### src/design/i2cm_pkg.sv
// Shared types, constants and helpers for the I2C master bit engine.
// No dependencies; used by i2cm_phase_fsm and i2c_master_bit_engine_core.
package i2cm_pkg;

  // Width of the per-phase delay timer
  localparam int TIMER_W = 8;

  // Operation codes carried on the command channel
  localparam logic [2:0] OP_TICK  = 3'd0;
  localparam logic [2:0] OP_START = 3'd1;
  localparam logic [2:0] OP_STOP  = 3'd2;
  localparam logic [2:0] OP_WRITE = 3'd3;
  localparam logic [2:0] OP_READ  = 3'd4;
  localparam logic [2:0] OP_WACK  = 3'd5;

  // Configuration register indexes
  localparam logic CFG_HALF_PERIOD = 1'b0;
  localparam logic CFG_ACK_TIMEOUT = 1'b1;

  // Reset values of the configuration registers
  localparam logic [7:0] HALF_PERIOD_RST = 8'd5;
  localparam logic [7:0] ACK_TIMEOUT_RST = 8'd250;

  // Bus phases
  typedef enum logic [3:0] {
    PH_IDLE    = 4'd0,
    PH_ST_A    = 4'd1,
    PH_ST_B    = 4'd2,
    PH_SP_A    = 4'd3,
    PH_SP_B    = 4'd4,
    PH_SP_C    = 4'd5,
    PH_WR_LO   = 4'd6,
    PH_WR_HI   = 4'd7,
    PH_WR_TAIL = 4'd8,
    PH_RD_LO   = 4'd9,
    PH_RD_HI   = 4'd10,
    PH_AK_LO   = 4'd11,
    PH_AK_HI   = 4'd12,
    PH_WA_REL  = 4'd13,
    PH_WA_CLK  = 4'd14,
    PH_WA_POLL = 4'd15
  } phase_t;

  // Configuration seen by the phase machine
  typedef struct packed {
    logic [7:0] half_period_ticks;
    logic [7:0] ack_timeout_polls;
  } cfg_t;

  // One result beat
  typedef struct packed {
    logic       scl_level;
    logic       sda_level;
    logic       busy_res;
    logic       done_res;
    logic [7:0] read_data;
    logic       ack_failed;
  } result_t;

  // Timer reload: zero counts as one, large values saturate to the timer range
  function automatic logic [TIMER_W-1:0] timer_load(input logic [7:0] hp);
    logic [15:0] ext;
    logic [15:0] lim;
    ext = {8'd0, hp};
    lim = 16'((32'd1 << TIMER_W) - 32'd1);
    if (ext == 16'd0) begin
      ext = 16'd1;
    end
    if (ext > lim) begin
      ext = lim;
    end
    return ext[TIMER_W-1:0];
  endfunction

endpackage

### src/design/i2cm_phase_fsm.sv
// Phase machine of the I2C master: bus state registers and one-step next-state logic.
// Depends on i2cm_pkg.
module i2cm_phase_fsm (
  input  logic                 clk,
  input  logic                 rst,
  input  logic                 step,
  input  logic [2:0]           operation,
  input  logic [7:0]           data_byte,
  input  logic                 send_ack,
  input  logic                 sda_in,
  input  i2cm_pkg::cfg_t       cfg,
  output i2cm_pkg::result_t    res_next
);

  i2cm_pkg::phase_t               phase, phase_next;
  logic [2:0]                     bit_index, bit_index_next;
  logic [7:0]                     shift_byte, shift_byte_next;
  logic [i2cm_pkg::TIMER_W-1:0]   delay_timer, delay_timer_next;
  logic [7:0]                     poll_count, poll_count_next;
  logic                           ack_choice, ack_choice_next;
  logic                           scl_line, scl_line_next;
  logic                           sda_line, sda_line_next;
  logic                           failure_flag, failure_flag_next;
  logic [7:0]                     read_reg, read_reg_next;
  logic                           done;
  logic [i2cm_pkg::TIMER_W-1:0]   reload;
  logic [7:0]                     poll_inc;
  logic [7:0]                     poll_limit;
  logic [7:0]                     shift_up;

  assign reload     = i2cm_pkg::timer_load(cfg.half_period_ticks);
  assign poll_inc   = poll_count + 8'd1;
  assign poll_limit = (cfg.ack_timeout_polls == 8'd0) ? 8'd1 : cfg.ack_timeout_polls;
  assign shift_up   = {shift_byte[6:0], 1'b0};

  // State registers, updated once per accepted beat
  always_ff @(posedge clk) begin
    if (rst) begin
      phase        <= i2cm_pkg::PH_IDLE;
      bit_index    <= '0;
      shift_byte   <= '0;
      delay_timer  <= '0;
      poll_count   <= '0;
      ack_choice   <= 1'b0;
      scl_line     <= 1'b1;
      sda_line     <= 1'b1;
      failure_flag <= 1'b0;
      read_reg     <= '0;
    end else if (step) begin
      phase        <= phase_next;
      bit_index    <= bit_index_next;
      shift_byte   <= shift_byte_next;
      delay_timer  <= delay_timer_next;
      poll_count   <= poll_count_next;
      ack_choice   <= ack_choice_next;
      scl_line     <= scl_line_next;
      sda_line     <= sda_line_next;
      failure_flag <= failure_flag_next;
      read_reg     <= read_reg_next;
    end
  end

  // Next state for one beat
  always_comb begin
    phase_next        = phase;
    bit_index_next    = bit_index;
    shift_byte_next   = shift_byte;
    delay_timer_next  = delay_timer;
    poll_count_next   = poll_count;
    ack_choice_next   = ack_choice;
    scl_line_next     = scl_line;
    sda_line_next     = sda_line;
    failure_flag_next = failure_flag;
    read_reg_next     = read_reg;
    done              = 1'b0;

    if (phase == i2cm_pkg::PH_IDLE) begin
      // Command decode; ticks and unused codes leave everything alone
      case (operation)
        i2cm_pkg::OP_START: begin
          scl_line_next     = 1'b1;
          sda_line_next     = 1'b1;
          phase_next        = i2cm_pkg::PH_ST_A;
          delay_timer_next  = reload;
          failure_flag_next = 1'b0;
        end
        i2cm_pkg::OP_STOP: begin
          scl_line_next     = 1'b0;
          sda_line_next     = 1'b0;
          phase_next        = i2cm_pkg::PH_SP_A;
          delay_timer_next  = reload;
          failure_flag_next = 1'b0;
        end
        i2cm_pkg::OP_WRITE: begin
          shift_byte_next   = data_byte;
          bit_index_next    = '0;
          scl_line_next     = 1'b0;
          sda_line_next     = data_byte[7];
          phase_next        = i2cm_pkg::PH_WR_LO;
          delay_timer_next  = reload;
          failure_flag_next = 1'b0;
        end
        i2cm_pkg::OP_READ: begin
          shift_byte_next   = '0;
          bit_index_next    = '0;
          ack_choice_next   = send_ack;
          scl_line_next     = 1'b0;
          sda_line_next     = 1'b1;
          phase_next        = i2cm_pkg::PH_RD_LO;
          delay_timer_next  = reload;
          failure_flag_next = 1'b0;
        end
        i2cm_pkg::OP_WACK: begin
          sda_line_next     = 1'b1;
          phase_next        = i2cm_pkg::PH_WA_REL;
          delay_timer_next  = reload;
          failure_flag_next = 1'b0;
        end
        default: begin
        end
      endcase
    end else if (operation == i2cm_pkg::OP_TICK) begin
      if (phase == i2cm_pkg::PH_WA_POLL) begin
        // Ack poll: low SDA ends the command, timeout falls into a stop
        if (!sda_in) begin
          scl_line_next = 1'b0;
          phase_next    = i2cm_pkg::PH_IDLE;
          done          = 1'b1;
        end else begin
          poll_count_next = poll_inc;
          if (poll_inc >= poll_limit) begin
            failure_flag_next = 1'b1;
            scl_line_next     = 1'b0;
            sda_line_next     = 1'b0;
            phase_next        = i2cm_pkg::PH_SP_A;
            delay_timer_next  = reload;
          end
        end
      end else if (delay_timer > i2cm_pkg::TIMER_W'(1)) begin
        delay_timer_next = delay_timer - i2cm_pkg::TIMER_W'(1);
      end else begin
        // Phase expired
        case (phase)
          i2cm_pkg::PH_ST_A: begin
            sda_line_next    = 1'b0;
            phase_next       = i2cm_pkg::PH_ST_B;
            delay_timer_next = reload;
          end
          i2cm_pkg::PH_ST_B: begin
            scl_line_next = 1'b0;
            phase_next    = i2cm_pkg::PH_IDLE;
            done          = 1'b1;
          end
          i2cm_pkg::PH_SP_A: begin
            scl_line_next    = 1'b1;
            phase_next       = i2cm_pkg::PH_SP_B;
            delay_timer_next = reload;
          end
          i2cm_pkg::PH_SP_B: begin
            sda_line_next    = 1'b1;
            phase_next       = i2cm_pkg::PH_SP_C;
            delay_timer_next = reload;
          end
          i2cm_pkg::PH_SP_C: begin
            phase_next = i2cm_pkg::PH_IDLE;
            done       = 1'b1;
          end
          i2cm_pkg::PH_WR_LO: begin
            scl_line_next    = 1'b1;
            phase_next       = i2cm_pkg::PH_WR_HI;
            delay_timer_next = reload;
          end
          i2cm_pkg::PH_WR_HI: begin
            scl_line_next    = 1'b0;
            phase_next       = i2cm_pkg::PH_WR_TAIL;
            delay_timer_next = reload;
          end
          i2cm_pkg::PH_WR_TAIL: begin
            if (bit_index == 3'd7) begin
              phase_next = i2cm_pkg::PH_IDLE;
              done       = 1'b1;
            end else begin
              bit_index_next   = bit_index + 3'd1;
              shift_byte_next  = shift_up;
              sda_line_next    = shift_up[7];
              phase_next       = i2cm_pkg::PH_WR_LO;
              delay_timer_next = reload;
            end
          end
          i2cm_pkg::PH_RD_LO: begin
            // sample SDA as SCL rises
            scl_line_next    = 1'b1;
            shift_byte_next  = {shift_byte[6:0], sda_in};
            phase_next       = i2cm_pkg::PH_RD_HI;
            delay_timer_next = reload;
          end
          i2cm_pkg::PH_RD_HI: begin
            scl_line_next    = 1'b0;
            delay_timer_next = reload;
            if (bit_index == 3'd7) begin
              read_reg_next = shift_byte;
              sda_line_next = !ack_choice;
              phase_next    = i2cm_pkg::PH_AK_LO;
            end else begin
              bit_index_next = bit_index + 3'd1;
              phase_next     = i2cm_pkg::PH_RD_LO;
            end
          end
          i2cm_pkg::PH_AK_LO: begin
            scl_line_next    = 1'b1;
            phase_next       = i2cm_pkg::PH_AK_HI;
            delay_timer_next = reload;
          end
          i2cm_pkg::PH_AK_HI: begin
            scl_line_next = 1'b0;
            phase_next    = i2cm_pkg::PH_IDLE;
            done          = 1'b1;
          end
          i2cm_pkg::PH_WA_REL: begin
            scl_line_next    = 1'b1;
            phase_next       = i2cm_pkg::PH_WA_CLK;
            delay_timer_next = reload;
          end
          i2cm_pkg::PH_WA_CLK: begin
            poll_count_next = '0;
            phase_next      = i2cm_pkg::PH_WA_POLL;
          end
          default: begin
            phase_next = i2cm_pkg::PH_IDLE;
          end
        endcase
      end
    end
  end

  // Result of this beat, taken from the next state
  always_comb begin
    res_next.scl_level  = scl_line_next;
    res_next.sda_level  = sda_line_next;
    res_next.busy_res   = (phase_next != i2cm_pkg::PH_IDLE);
    res_next.done_res   = done;
    res_next.read_data  = read_reg_next;
    res_next.ack_failed = failure_flag_next;
  end

endmodule

### src/design/i2c_master_bit_engine_core.sv
// Top level of the I2C master bit engine: config registers, handshakes, result register.
// Depends on i2cm_pkg and i2cm_phase_fsm.
//
//   channel   signals                               direction
//   -------   -----------------------------------   ---------
//   in        in_valid/in_ready + command fields    input
//   out       out_valid/out_ready + result fields   output
//   cfg       cfg_we, cfg_index, cfg_wdata          input
//
// Each accepted beat updates the phase machine and yields one result beat in the
// result register on the next cycle; a beat can be taken every clock unless stalled.
// The single result register decides throughput: in_ready is high whenever it is
// empty or being drained in the same cycle.
// Synchronous reset puts the bus lines high, the engine idle, and the config
// registers at 5 half-period ticks and 250 ack polls.
module i2c_master_bit_engine_core (
  input  logic       clk,
  input  logic       rst,
  input  logic       in_valid,
  output logic       in_ready,
  input  logic [2:0] operation,
  input  logic [7:0] data_byte,
  input  logic       send_ack,
  input  logic       sda_in,
  output logic       out_valid,
  input  logic       out_ready,
  output logic       scl_level,
  output logic       sda_level,
  output logic       busy_res,
  output logic       done_res,
  output logic [7:0] read_data,
  output logic       ack_failed,
  input  logic       cfg_we,
  input  logic       cfg_index,
  input  logic [7:0] cfg_wdata
);

  i2cm_pkg::cfg_t    cfg;
  i2cm_pkg::result_t res_next;
  i2cm_pkg::result_t res;
  logic              accept;

  assign in_ready = !out_valid || out_ready;
  assign accept   = in_valid && in_ready;

  // Config registers
  always_ff @(posedge clk) begin
    if (rst) begin
      cfg.half_period_ticks <= i2cm_pkg::HALF_PERIOD_RST;
      cfg.ack_timeout_polls <= i2cm_pkg::ACK_TIMEOUT_RST;
    end else if (cfg_we) begin
      case (cfg_index)
        i2cm_pkg::CFG_HALF_PERIOD: cfg.half_period_ticks <= cfg_wdata;
        i2cm_pkg::CFG_ACK_TIMEOUT: cfg.ack_timeout_polls <= cfg_wdata;
        default: begin
        end
      endcase
    end
  end

  i2cm_phase_fsm u_fsm (
    .clk       (clk),
    .rst       (rst),
    .step      (accept),
    .operation (operation),
    .data_byte (data_byte),
    .send_ack  (send_ack),
    .sda_in    (sda_in),
    .cfg       (cfg),
    .res_next  (res_next)
  );

  // Result valid flag
  always_ff @(posedge clk) begin
    if (rst) begin
      out_valid <= 1'b0;
    end else if (accept) begin
      out_valid <= 1'b1;
    end else if (out_ready) begin
      out_valid <= 1'b0;
    end
  end

  // Result payload
  always_ff @(posedge clk) begin
    if (accept) begin
      res <= res_next;
    end
  end

  assign scl_level  = res.scl_level;
  assign sda_level  = res.sda_level;
  assign busy_res   = res.busy_res;
  assign done_res   = res.done_res;
  assign read_data  = res.read_data;
  assign ack_failed = res.ack_failed;

endmodule

### config.mk
export PLATFORM = sky130hd
export DESIGN_NAME = i2c_master_bit_engine_core
export DESIGN_NICKNAME = d
export VERILOG_FILES = /design/src/design/i2cm_pkg.sv /design/src/design/i2cm_phase_fsm.sv /design/src/design/i2c_master_bit_engine_core.sv
export SDC_FILE = /design/constraint.sdc
export NUM_CORES = 1
export LEC_CHECK = 0
export BUFFER_PORTS_ARGS = -buffer_cell sky130_fd_sc_hd__buf_2
export CORE_MARGIN = 3
export CORE_UTILIZATION = 25
export DETAILED_ROUTE_END_ITERATION = 7
export PLACE_DENSITY_LB_ADDON = 0.25
export SYNTH_ARGS = -nofsm -noshare
export SYNTH_HDL_FRONTEND = slang
export SYNTH_SLANG_ARGS = --single-unit
### constraint.sdc
create_clock -name clk -period 3.3 [get_ports clk]
set_input_delay 0.165 -clock clk [delete_from_list [all_inputs] [get_ports clk]]
set_output_delay 0.165 -clock clk [all_outputs]
set_load 0.005 [all_outputs]
==> results of run 1 <==
[cell families after synthesis]
family,after synthesis,synth area share [%]
buffers and inverters,54,5.887
AOI/OAI and AO/OA,152,24.15
and+or+nand+nor,220,25.24
muxes,11,2.858
DFF,73,36.35
adders and majority gates,13,3.715
xor gates and xnor gates,9,1.800
[layout make-up]
class / count / area (µm²) / area share (%)
clock buffers: 10 / 250.2 / 4.903
clock inverters: 6 / 68.82 / 1.348
inverters: 15 / 56.30 / 1.103
multi-input cells: 405 / 2529 / 49.55
flip-flops and latches: 73 / 1592 / 31.18
well taps: 220 / 275.3 / 5.393
repair buffers: 58 / 332.8 / 6.521
[cell usage in the layout (no fill, tap or decap), types with 3 or more instances in the layout]
cell / instances
xor2_1: 4
a21oi_1: 47
or3_1: 4
a31oi_1: 6
o311ai_0: 7
nor4_1: 9
a211oi_1: 4
o211ai_1: 5
nand3b_1: 4
edfxtp_1: 13
o311a_1: 3
xnor2_1: 5
nand3_1: 16
or2_2: 3
and3_1: 14
a221oi_1: 5
clkbuf_16: 10
nor2_1: 51
a22oi_1: 13
nand4_1: 6
buf_4: 17
nor3_1: 17
nand2_1: 65
inv_1: 15
mux2_2: 8
ha_1: 13
buf_2: 41
nand2b_1: 10
nor2b_1: 5
o21ai_0: 19
dfxtp_1: 60
a211o_1: 6
o31ai_1: 10
a211oi_2: 6
[power breakdown]
part	switching, mW	internal [mW]	leakage (nW)	total (mW)
Sequential	0.0456	0.950	0.616	0.996
Clock	0.411	0.639	0.159	1.05
Combinational	0.327	0.182	1.20	0.509
[per-stage QoR]
step,utilization (%),instances,total power [mW],hold slack [ns]
CTS,30.24,787,2.581,0.05337
detailed placement,28.35,771,1.523,0.4089
global placement,28.35,771,1.517,0.4088
global route,30.24,787,2.680,0.08685
floorplan,-,532,1.380,0.2869
finish,30.24,787,2.555,0.06591
[routing by layer]
layer	vias up	routed length, µm
met4	0	219
met2	98	5553
li1	2024	-
met3	15	526
met1	1916	5789
met5	-	0
[worst max-delay path by stage]
stage | end | slack [ns] | start | cells past startpoint
6_report | u_fsm.delay_timer[1]$_SDFFE_PP0P_ | 0.34 | u_fsm.poll_count[0]$_SDFFE_PP0P_ | 11
5_1_grt | u_fsm.delay_timer[4]$_SDFFE_PP0P_ | 0.02 | u_fsm.poll_count[0]$_SDFFE_PP0P_ | 12
4_1_cts | u_fsm.delay_timer[1]$_SDFFE_PP0P_ | 0.34 | u_fsm.poll_count[0]$_SDFFE_PP0P_ | 11
3_5_place_dp | u_fsm.delay_timer[1]$_SDFFE_PP0P_ | 0.36 | u_fsm.poll_count[0]$_SDFFE_PP0P_ | 11
3_3_place_gp | u_fsm.delay_timer[1]$_SDFFE_PP0P_ | 0.46 | u_fsm.poll_count[0]$_SDFFE_PP0P_ | 11
2_1_floorplan | u_fsm.delay_timer[1]$_SDFFE_PP0P_ | 0.56 | u_fsm.poll_count[2]$_SDFFE_PP0P_ | 11
[tightest hold or removal path, cell delays in order]
cell and delay, ns:
buf_2 0.09, nand2_1 0.05, nand3b_1 0.07
==> run metrics, run 1 <==
Worst slew margin 42.31%; Post-Syn Instances 532; reg2reg end u_fsm.delay_timer[1]$_SDFFE_PP0P_; Top Usage Layer GRT met2; H-tree depth 3; Top FF cell, synth dfxtp_1; CTS clk-pin slew, worst paths 0.06 ns; Reg2Reg Depth 11; vias after detailed routing 4053; CTS tree done; Root Driver clkbuf_16; WP data arrival 3.19 ns; worst hold start cfg_wdata[0]; # hold bufs at CTS 0; Synth area leaders dfxtp_1 27%, edfxtp_1 8.9%, nand2_1 5.6%; Mapped Area 0.004378 mm²; GR Overflow Total 0; Yosys cell types 67; post-synth top area share 27.44%; number of synthesized register bits 73; CP cell instances ha_1 > and3_1 > nand3_1 > xnor2_1 > ha_1 > a21o_1 > a21oi_1 > nand2_1 > o22ai_2 > or2_1 > mux2_4; Worst path max stage delay 0.39 ns; CP Capture Type flop; pre-CTS setup slack 0.3615 ns; DIE AREA 0.01914 mm²; drt initial violations 338; Worst Clk Skew 0.009698 ns; drt drc 0; Mapped Avg Cell Area 8.229 µm²; Yosys top cell by area dfxtp_1; crit-path leading delay family compound AO/OA/AOI/OAI gates; syn_nets 572; worst r2r src u_fsm.poll_count[0]$_SDFFE_PP0P_; Clock Sinks 73; max reg flops 16; Max Cap Viol 0; DIE HEIGHT 138.3 µm; wire per inst 15.36 µm; setup violators final 0; dpl cell area 0.004785 mm²; Hold EP cfg[8]$_SDFFE_PP1P_; # Post-CTS Setup Buffers 0; crit path buf inv count 0; maximum vdd drop 281.2 µV; antenna viol nets, final 0; most used cell, CP ha_1; Buffers on Ports 41; LEAKAGE 1.980 nW; via-per-instance ratio 5.150; initial antenna violation count 0; period utilisation layout 89.73%; Initial Util 25.94%; area growth from synthesis to layout 16.58%; Seq/Total Area, Yosys 36.35%; vias in the first global route 3883; number of flops mapped to enable cells by yosys 13; Post-CTS Resized 0; first-pass GRT wire length 20190 µm; Final Slew Violations 0; # rows 47; RSZ-0062 raised after global routing no; GPL Wtd Cong 0.8935; Min-Delay Path Class in2reg; critical path class reg2reg; Crit Path Max Fanout 9; worst setup margin 0.3390 ns; hpwl dp 8741 µm; # diodes 0; final wirelength 12090 µm; total track usage 12.58%; fill cell count 1767; critical path required time 3.53 ns; M3 GR Usage 2.314%; DIE WIDTH 138.3 µm; Yosys warnings 0; io pins 42; Slowest cell on crit path dfxtp_1; status completed; FFs w/ async S/R, synth 0%; startpoint class of the critical path flop; Core Region 0.01688 mm²; worst hold path depth 3; Power Density 500.6 mW/mm²; minimum clock period 2.961 ns; setup TNS 0 ns; nets@finish 602; share of layout cells above drive strength 1 18.17%; CTS Buf Count 9; setup slack, reg-to-reg 0.34 ns; Synth top cells by count 65 x nand2_1, 60 x dfxtp_1, 51 x nor2_1; Peak Freq 0.3377 GHz; CTS Buffer Depth 2; largest net degree at the start of global routing 41; Top reg by flops cfg; drt pass-1 iters 5; met2 track demand over resource 19.55%; met1 usage 17.54%; clk_lat worst skew 0.34 ns; Worst Tran Pin Value 0.8589 ns; design area 0.005104 mm²; dominant cell by count in the synthesized netlist nand2_1; final hold violation count 0
Note: power is estimated with default switching activity, not from simulation.
==> run 2, diff against run 1 <==
--- a/config.mk
+++ b/config.mk
@@ -12,4 +12,5 @@
 export PLACE_DENSITY_LB_ADDON = 0.25
 export SYNTH_ARGS = -nofsm -noshare
 export SYNTH_HDL_FRONTEND = slang
+export SYNTH_HIERARCHICAL = 1
 export SYNTH_SLANG_ARGS = --single-unit
==> run 2 against run 1 <==
Area after synthesis shrank 1.9%. Die area fell by 1.8%. Power is 3.4% lower. Sequential share of layout area up 0.75 points. First-iteration DRC count increased by 14%. Wire length decreased by 8.2%. Worst setup slack lost 0.17 ns. Final cell count down 2.9%. Clock skew decreased by 0.0033 ns. Non-clock buffer count down 5. Hold slack improved by 0.0090 ns. Critical path type unchanged. Critical endpoint is now scl_level$_DFFE_PP_. Largest cell class unchanged. Largest power group unchanged.
==> run metrics, run 2 <==
Core Region 0.01670 mm² (-1.0%); design area 0.004984 mm² (-2.4%); most frequent cells in the layout 60 x dfxtp_1, 53 x nor2_1, 51 x a21oi_1; CTS Buffer Depth 2 (unchanged); drt drc 0 (unchanged); total track usage 11.81% (-0.77 points); CTS Buf Count 9 (unchanged); Min-Delay Path Class in2reg; total power 2.467 mW (-3.4%); via-per-instance ratio 4.937 (-4.1%); area growth from synthesis to layout 16.05%; Initial Util 25.71% (-0.23 points); io pins 42 (unchanged); Slowest cell on crit path or3_1; Worst path max stage delay 0.41 ns (+0.02 ns); status completed; Mapped Avg Cell Area 8.436 µm² (+2.5%); drt pass-1 iters 6 (+1); Final Slew Violations 0 (unchanged); drt initial violations 386 (+14%); # diodes 0 (unchanged); critical path class reg2reg; Peak Freq 0.3197 GHz (-5.3%); Yosys warnings 6 (+6); maximum vdd drop 268.9 µV (-4.4%); number of flops mapped to enable cells by yosys 13 (unchanged); Post-CTS Resized 0 (unchanged); commonest non-fill, non-tap cell in the layout dfxtp_1; RSZ-0062 raised after global routing no; LEAKAGE 1.927 nW (-2.7%); DIE AREA 0.01879 mm² (-1.8%); Worst slew margin 53.36% (+11 points); Root Driver clkbuf_16; Synth area leaders dfxtp_1 28%, edfxtp_1 9.1%, a21oi_1 5.9%; crit-path leading delay family simple AND/OR/NAND/NOR gates; post-synth top area share 27.97% (+0.54 points); clk_lat worst skew 0.33 ns (about the same); final wirelength 11100 µm (-8.2%); Seq/Total Area, Yosys 37.06% (+0.71 points); Crit Path Max Fanout 5 (-4); # rows 47 (unchanged); Top reg by flops cfg; Clock Sinks 73 (unchanged); Post-Syn Instances 509 (-4.3%); hpwl dp 7859 µm (-10%); minimum clock period 3.128 ns (+0.1673 ns); dpl cell area 0.004657 mm² (-2.7%); period utilisation layout 94.79% (+5.1 points); crit path buf inv count 1 (+1); fill cell count 1800 (+1.9%); Buffers on Ports 41 (unchanged); Max Cap Viol 0 (unchanged); max reg flops 16 (unchanged); CTS clk-pin slew, worst paths 0.06 ns (about the same); FFs w/ async S/R, synth 0% (unchanged); DIE WIDTH 137.1 µm (-0.92%); nets@finish 581 (-3.5%); share of layout cells above drive strength 1 18.01% (-0.15 points); dominant cell by count in the synthesized netlist dfxtp_1; vias after detailed routing 3772 (-6.9%); GR Overflow Total 0 (unchanged); WP data arrival 3.20 ns (about the same); Yosys top cell by area dfxtp_1; Yosys cell types 71 (+6.0%); critical path required time 3.37 ns (-0.16 ns); Worst Tran Pin Value 0.6970 ns (-0.1619 ns); hold_ws 0.07487 ns (+0.008957 ns); final hold violation count 0 (unchanged); antenna viol nets, final 0 (unchanged); Synth top cells by count 60 x dfxtp_1, 53 x nor2_1, 51 x a21oi_1; DIE HEIGHT 137.1 µm (-0.92%); # hold bufs at CTS 0 (unchanged); syn_nets 551 (-3.7%); Power Density 495.0 mW/mm² (-1.1%); CP Capture Type flop; CP cell instances ha_1 > nand3_1 > nor2_1 > xor2_1 > ha_1 > nand4_1 > o31ai_1 > buf_4 > nor2_1 > a211oi_1 > a21oi_1 > or3_1; placed instance count 748 (-3.0%); largest net degree at the start of global routing 35 (-15%); Mapped Area 0.004294 mm² (-1.9%); startpoint class of the critical path flop; setup violators final 0 (unchanged); H-tree depth 3 (unchanged); setup TNS 0 ns (unchanged); GPL Wtd Cong 0.8780 (-1.7%); Top FF cell, synth dfxtp_1; Finished Layout Cells 764 (-2.9%); number of synthesized register bits 73 (unchanged); vias in the first global route 3618 (-6.8%); CTS tree done; # Post-CTS Setup Buffers 0 (unchanged); Worst Clk Skew 0.006348 ns (-0.003350 ns); initial antenna violation count 0 (unchanged); wire per inst 14.53 µm (-5.4%); first-pass GRT wire length 18100 µm (-10%)
-- run 2: changes by cell type after synthesis, sizes merged, moves of 4 or more --
cell	before	now
nand2	66	43
clkbuf	24	11
buf	15	23
o311ai	7	0
or3	5	9
o211ai	5	0
o21ai	19	34
and3	14	8
o31ai	10	2
a21oi	47	53
or4bb	0	4
a31oi	6	2
-- run 2: cell type report --
type	count	area, µm²	share of cell area (%)
Multi-Input combinational cell	385	2431	48.78
Clock buffer	9	225.2	4.519
Inverter	17	63.81	1.280
Tap cell	220	275.3	5.523
Clock inverter	7	101.3	2.034
Sequential cell	73	1592	31.94
Timing Repair Buffer	53	295.3	5.925
-- run 2: power by group --
group          leakage, nW  total, mW  switching (mW)  internal, mW
registers            0.615      0.989          0.0392         0.949
clock network        0.153       1.08           0.405         0.670
logic                 1.16      0.403           0.252         0.151
-- run 2: per-stage QoR --
stage	worst slack [ns]	util, %
finish	0.1718	29.84
global route	0.008676	29.84
CTS	0.1687	29.84
detailed placement	0.1832	27.88
global placement	0.2863	27.88
floorplan	0.1510	-
-- run 2: cell families (layout without fill, tap and decap cells) --
| logic type | after synthesis | in the layout | synth area share [%] |
|---|---|---|---|
| AO/OA/AOI/OAI | 147 | 147 | 22.44 |
| XOR/XNOR | 8 | 8 | 1.632 |
| adder cells (fa/ha/maj) | 15 | 15 | 4.371 |
| buffers and inverters | 51 | 86 | 6.323 |
| flip-flops | 73 | 73 | 37.06 |
| multiplexers | 13 | 13 | 3.264 |
| AND/OR/NAND/NOR | 202 | 202 | 24.91 |
-- run 2: metal layers --
metal / GRT usage, % / vias up / routed length [µm]
li1: - / 1920 / -
met1: 16.84 / 1753 / 5496
met2: 18.47 / 89 / 5017
met3: 2.500 / 10 / 489
met4: 2.273 / 0 / 94
met5: 0 / - / 0
-- run 2: worst paths after layout --
kind,from,end,slack (ns),depth (start not counted)
max,u_fsm/poll_count[0]$_SDFFE_PP0P_,scl_level$_DFFE_PP_,0.17,12
min,in_valid,out_valid$_SDFFE_PP0P_,0.07,3
max reg2reg,u_fsm/poll_count[0]$_SDFFE_PP0P_,scl_level$_DFFE_PP_,0.17,12
min reg2reg,u_fsm/read_reg[0]$_SDFFE_PP0P_,u_fsm/read_reg[0]$_SDFFE_PP0P_,0.45,2
-- run 2: tightest hold or removal path: stages --
cell and delay, ns:
buf_2 0.10, inv_1 0.04, a21oi_1 0.05
==> run 3, diff against run 2 <==
--- a/config.mk
+++ b/config.mk
@@ -7,7 +7,7 @@
 export LEC_CHECK = 0
 export BUFFER_PORTS_ARGS = -buffer_cell sky130_fd_sc_hd__buf_2
 export CORE_MARGIN = 3
-export CORE_UTILIZATION = 25
+export CORE_UTILIZATION = 35
 export DETAILED_ROUTE_END_ITERATION = 7
 export PLACE_DENSITY_LB_ADDON = 0.25
 export SYNTH_ARGS = -nofsm -noshare
==> run 3 against run 2 <==
First-iteration DRC count decreased by 16%. Sequential power about the same. Core utilization increased by 12 points. Flip-flop and latch count unchanged. Die area decreased by 27%. Sequential share of layout area increased by 0.70 points. Critical path depth unchanged. Hold slack got worse by 0.0020 ns. Wire length decreased by 4.2%. Critical endpoint unchanged.
==> run metrics, run 3 (same netlist as run 2, synthesis figures left out) <==
share of layout cells above drive strength 1 18.53% (+0.52 points); crit-path leading delay family simple AND/OR/NAND/NOR gates; worst hold path depth 3 (unchanged); worst r2r src u_fsm/poll_count[2]$_SDFFE_PP0P_; Final Slew Violations 0 (unchanged); CTS Buffer Depth 2 (unchanged); Max Cap Viol 0 (unchanged); Crit Path Max Fanout 5 (unchanged); final wirelength 10630 µm (-4.2%); total track usage 16.08% (+4.3 points); WP data arrival 3.13 ns (-0.07 ns); GR Overflow Total 0 (unchanged); initial antenna violation count 0 (unchanged); drt pass-1 iters 5 (-1); maximum vdd drop 281.1 µV (+4.5%); CTS clk-pin slew, worst paths 0.06 ns (about the same); Peak Freq 0.3276 GHz (+2.5%); drt drc 0 (unchanged); setup violators final 0 (unchanged); H-tree depth 3 (unchanged); GPL Wtd Cong 0.8988 (+2.4%); DIE AREA 0.01363 mm² (-27%); Slowest cell on crit path dfxtp_1; Net Switching 0.6796 mW (-2.4%); Top reg by flops cfg; commonest non-fill, non-tap cell in the layout dfxtp_1; Comb pwr share 17.1% (+0.8 points); io pins 42 (unchanged); Worst path max stage delay 0.39 ns (-0.02 ns); Worst slew margin 46.81% (-6.6 points); worst hold start in_valid; Core Region 0.01171 mm² (-30%); Buffers on Ports 41 (unchanged); CP cell instances and3_2 > and3_1 > nand3_1 > xnor2_1 > ha_1 > nand4_1 > o31ai_1 > buf_4 > nor2_1 > a211oi_2 > a21oi_1 > or3_1; minimum clock period 3.053 ns (-0.07562 ns); CTS Buf Count 9 (unchanged); hpwl dp 7383 µm (-6.1%); DIE HEIGHT 116.8 µm (-15%); Power Density 486.5 mW/mm² (-1.7%); vias after detailed routing 3940 (+4.5%); nets@finish 582 (+0.17%); RSZ-0062 raised after global routing no; critical path required time 3.38 ns (about the same); DIE WIDTH 116.8 µm (-15%); max reg flops 16 (unchanged); reg2reg end scl_level$_DFFE_PP_; # diodes 0 (unchanged); CP Capture Type flop; most frequent cells in the layout 60 x dfxtp_1, 53 x nor2_1, 51 x a21oi_1; drt initial violations 326 (-16%); vias in the first global route 3691 (+2.0%); # rows 39 (-17%); switch share 28.64% (+0.42 points); antenna viol nets, final 0 (unchanged); Worst Clk Skew 0.008613 ns (+0.002265 ns); status completed; clk_lat worst skew 0.34 ns (about the same); period utilisation layout 92.50% (-2.3 points); via-per-instance ratio 5.727 (+16%); critical path class reg2reg; Clock power frac 41.1% (-2.5 points); crit path buf inv count 1 (unchanged); Clock Sinks 73 (unchanged); wire per inst 15.45 µm (+6.3%); Hold EP out_valid$_SDFFE_PP0P_; Flop pwr share 41.7% (+1.6 points); setup TNS 0 ns (unchanged); internal power 1.693 mW (-4.4%); Reg2Reg Depth 12 (unchanged); Min-Delay Path Class in2reg; CTS tree done; total power 2.373 mW (-3.8%); Root Driver clkbuf_16; largest net degree at the start of global routing 39 (+11%); area growth from synthesis to layout 13.58%; LEAKAGE 1.922 nW (-0.26%); setup slack, reg-to-reg 0.25 ns (+0.08 ns); startpoint class of the critical path flop; final hold violation count 0 (unchanged); Worst Tran Pin Value 0.7968 ns (+0.09985 ns); Initial Util 36.67% (+11 points); first-pass GRT wire length 17730 µm (-2.0%)
[run 3: cell type report]
| cell class | count | area, µm² |
|---|---|---|
| fillers | 1162 | 6834 |
| multi-input cells | 385 | 2442 |
| flip-flops and latches | 73 | 1592 |
| repair buffers | 54 | 302.8 |
| clock buffers | 10 | 229.0 |
| well taps | 143 | 178.9 |
| clock inverters | 6 | 68.82 |
| inverters | 17 | 63.81 |
[run 3: how the worst max path moves through the flow]
| stage | startpoint | to | cells past startpoint |
|---|---|---|---|
| 2_1_floorplan | u_fsm/poll_count[0]$_SDFFE_PP0P_ | scl_level$_DFFE_PP_ | 13 |
| 3_3_place_gp | u_fsm/poll_count[0]$_SDFFE_PP0P_ | scl_level$_DFFE_PP_ | 12 |
| 3_5_place_dp | u_fsm/poll_count[0]$_SDFFE_PP0P_ | scl_level$_DFFE_PP_ | 12 |
| 4_1_cts | u_fsm/poll_count[2]$_SDFFE_PP0P_ | scl_level$_DFFE_PP_ | 12 |
| 5_1_grt | u_fsm/poll_count[0]$_SDFFE_PP0P_ | scl_level$_DFFE_PP_ | 12 |
| 6_report | u_fsm/poll_count[2]$_SDFFE_PP0P_ | scl_level$_DFFE_PP_ | 12 |
[run 3: worst reg2reg max path, stage by stage, from the launching register on]
cell,delay [ns]
dfxtp_1,0.39
and3_2,0.26
and3_1,0.19
nand3_1,0.09
xnor2_1,0.16
ha_1,0.31
nand4_1,0.09
o31ai_1,0.27
buf_4,0.19
nor2_1,0.05
a211oi_2,0.29
a21oi_1,0.13
or3_1,0.38
[run 3: routing by layer]
layer / vias to the layer above / track usage [%] / wire (µm)
met3: 19 / 4.093 / 707
li1: 1926 / - / -
met1: 1840 / 21.61 / 4934
met5: - / 0 / 0
met4: 0 / 4.740 / 144
met2: 155 / 25.52 / 4842
[run 3: power by group through the flow]
stage | Clock [mW] | Combinational [mW] | Sequential, mW
global placement | 0 | 0.393 | 1.01
global route | 1.05 | 0.455 | 0.997
finish | 0.976 | 0.406 | 0.990
detailed placement | 0 | 0.397 | 1.01
CTS | 1.00 | 0.399 | 0.990
floorplan | 0 | 0.304 | 0.993
[run 3: through the flow]
step	cells	cell area, µm²	setup slack [ns]	util [%]	hold WS [ns]
after CTS	688	4866	0.1067	41.55	0.06523
after global routing	688	4877	0.003868	41.65	0.08043
after detailed placement	672	4568	0.1213	39.01	0.4246
after floorplan	509	4294	0.1510	-	0.2937
final	688	4877	0.2474	41.65	0.07284
after global placement	672	4568	0.2090	39.01	0.4079
[run 3: repair_timing]
action | CTS | global route
endpoints found under the setup margin | 0 | 6
buffers inserted | 0 | 0
hold endpoints to repair | 0 | 0
gates resized for setup | 0 | 3
hold buffers | 0 | 0
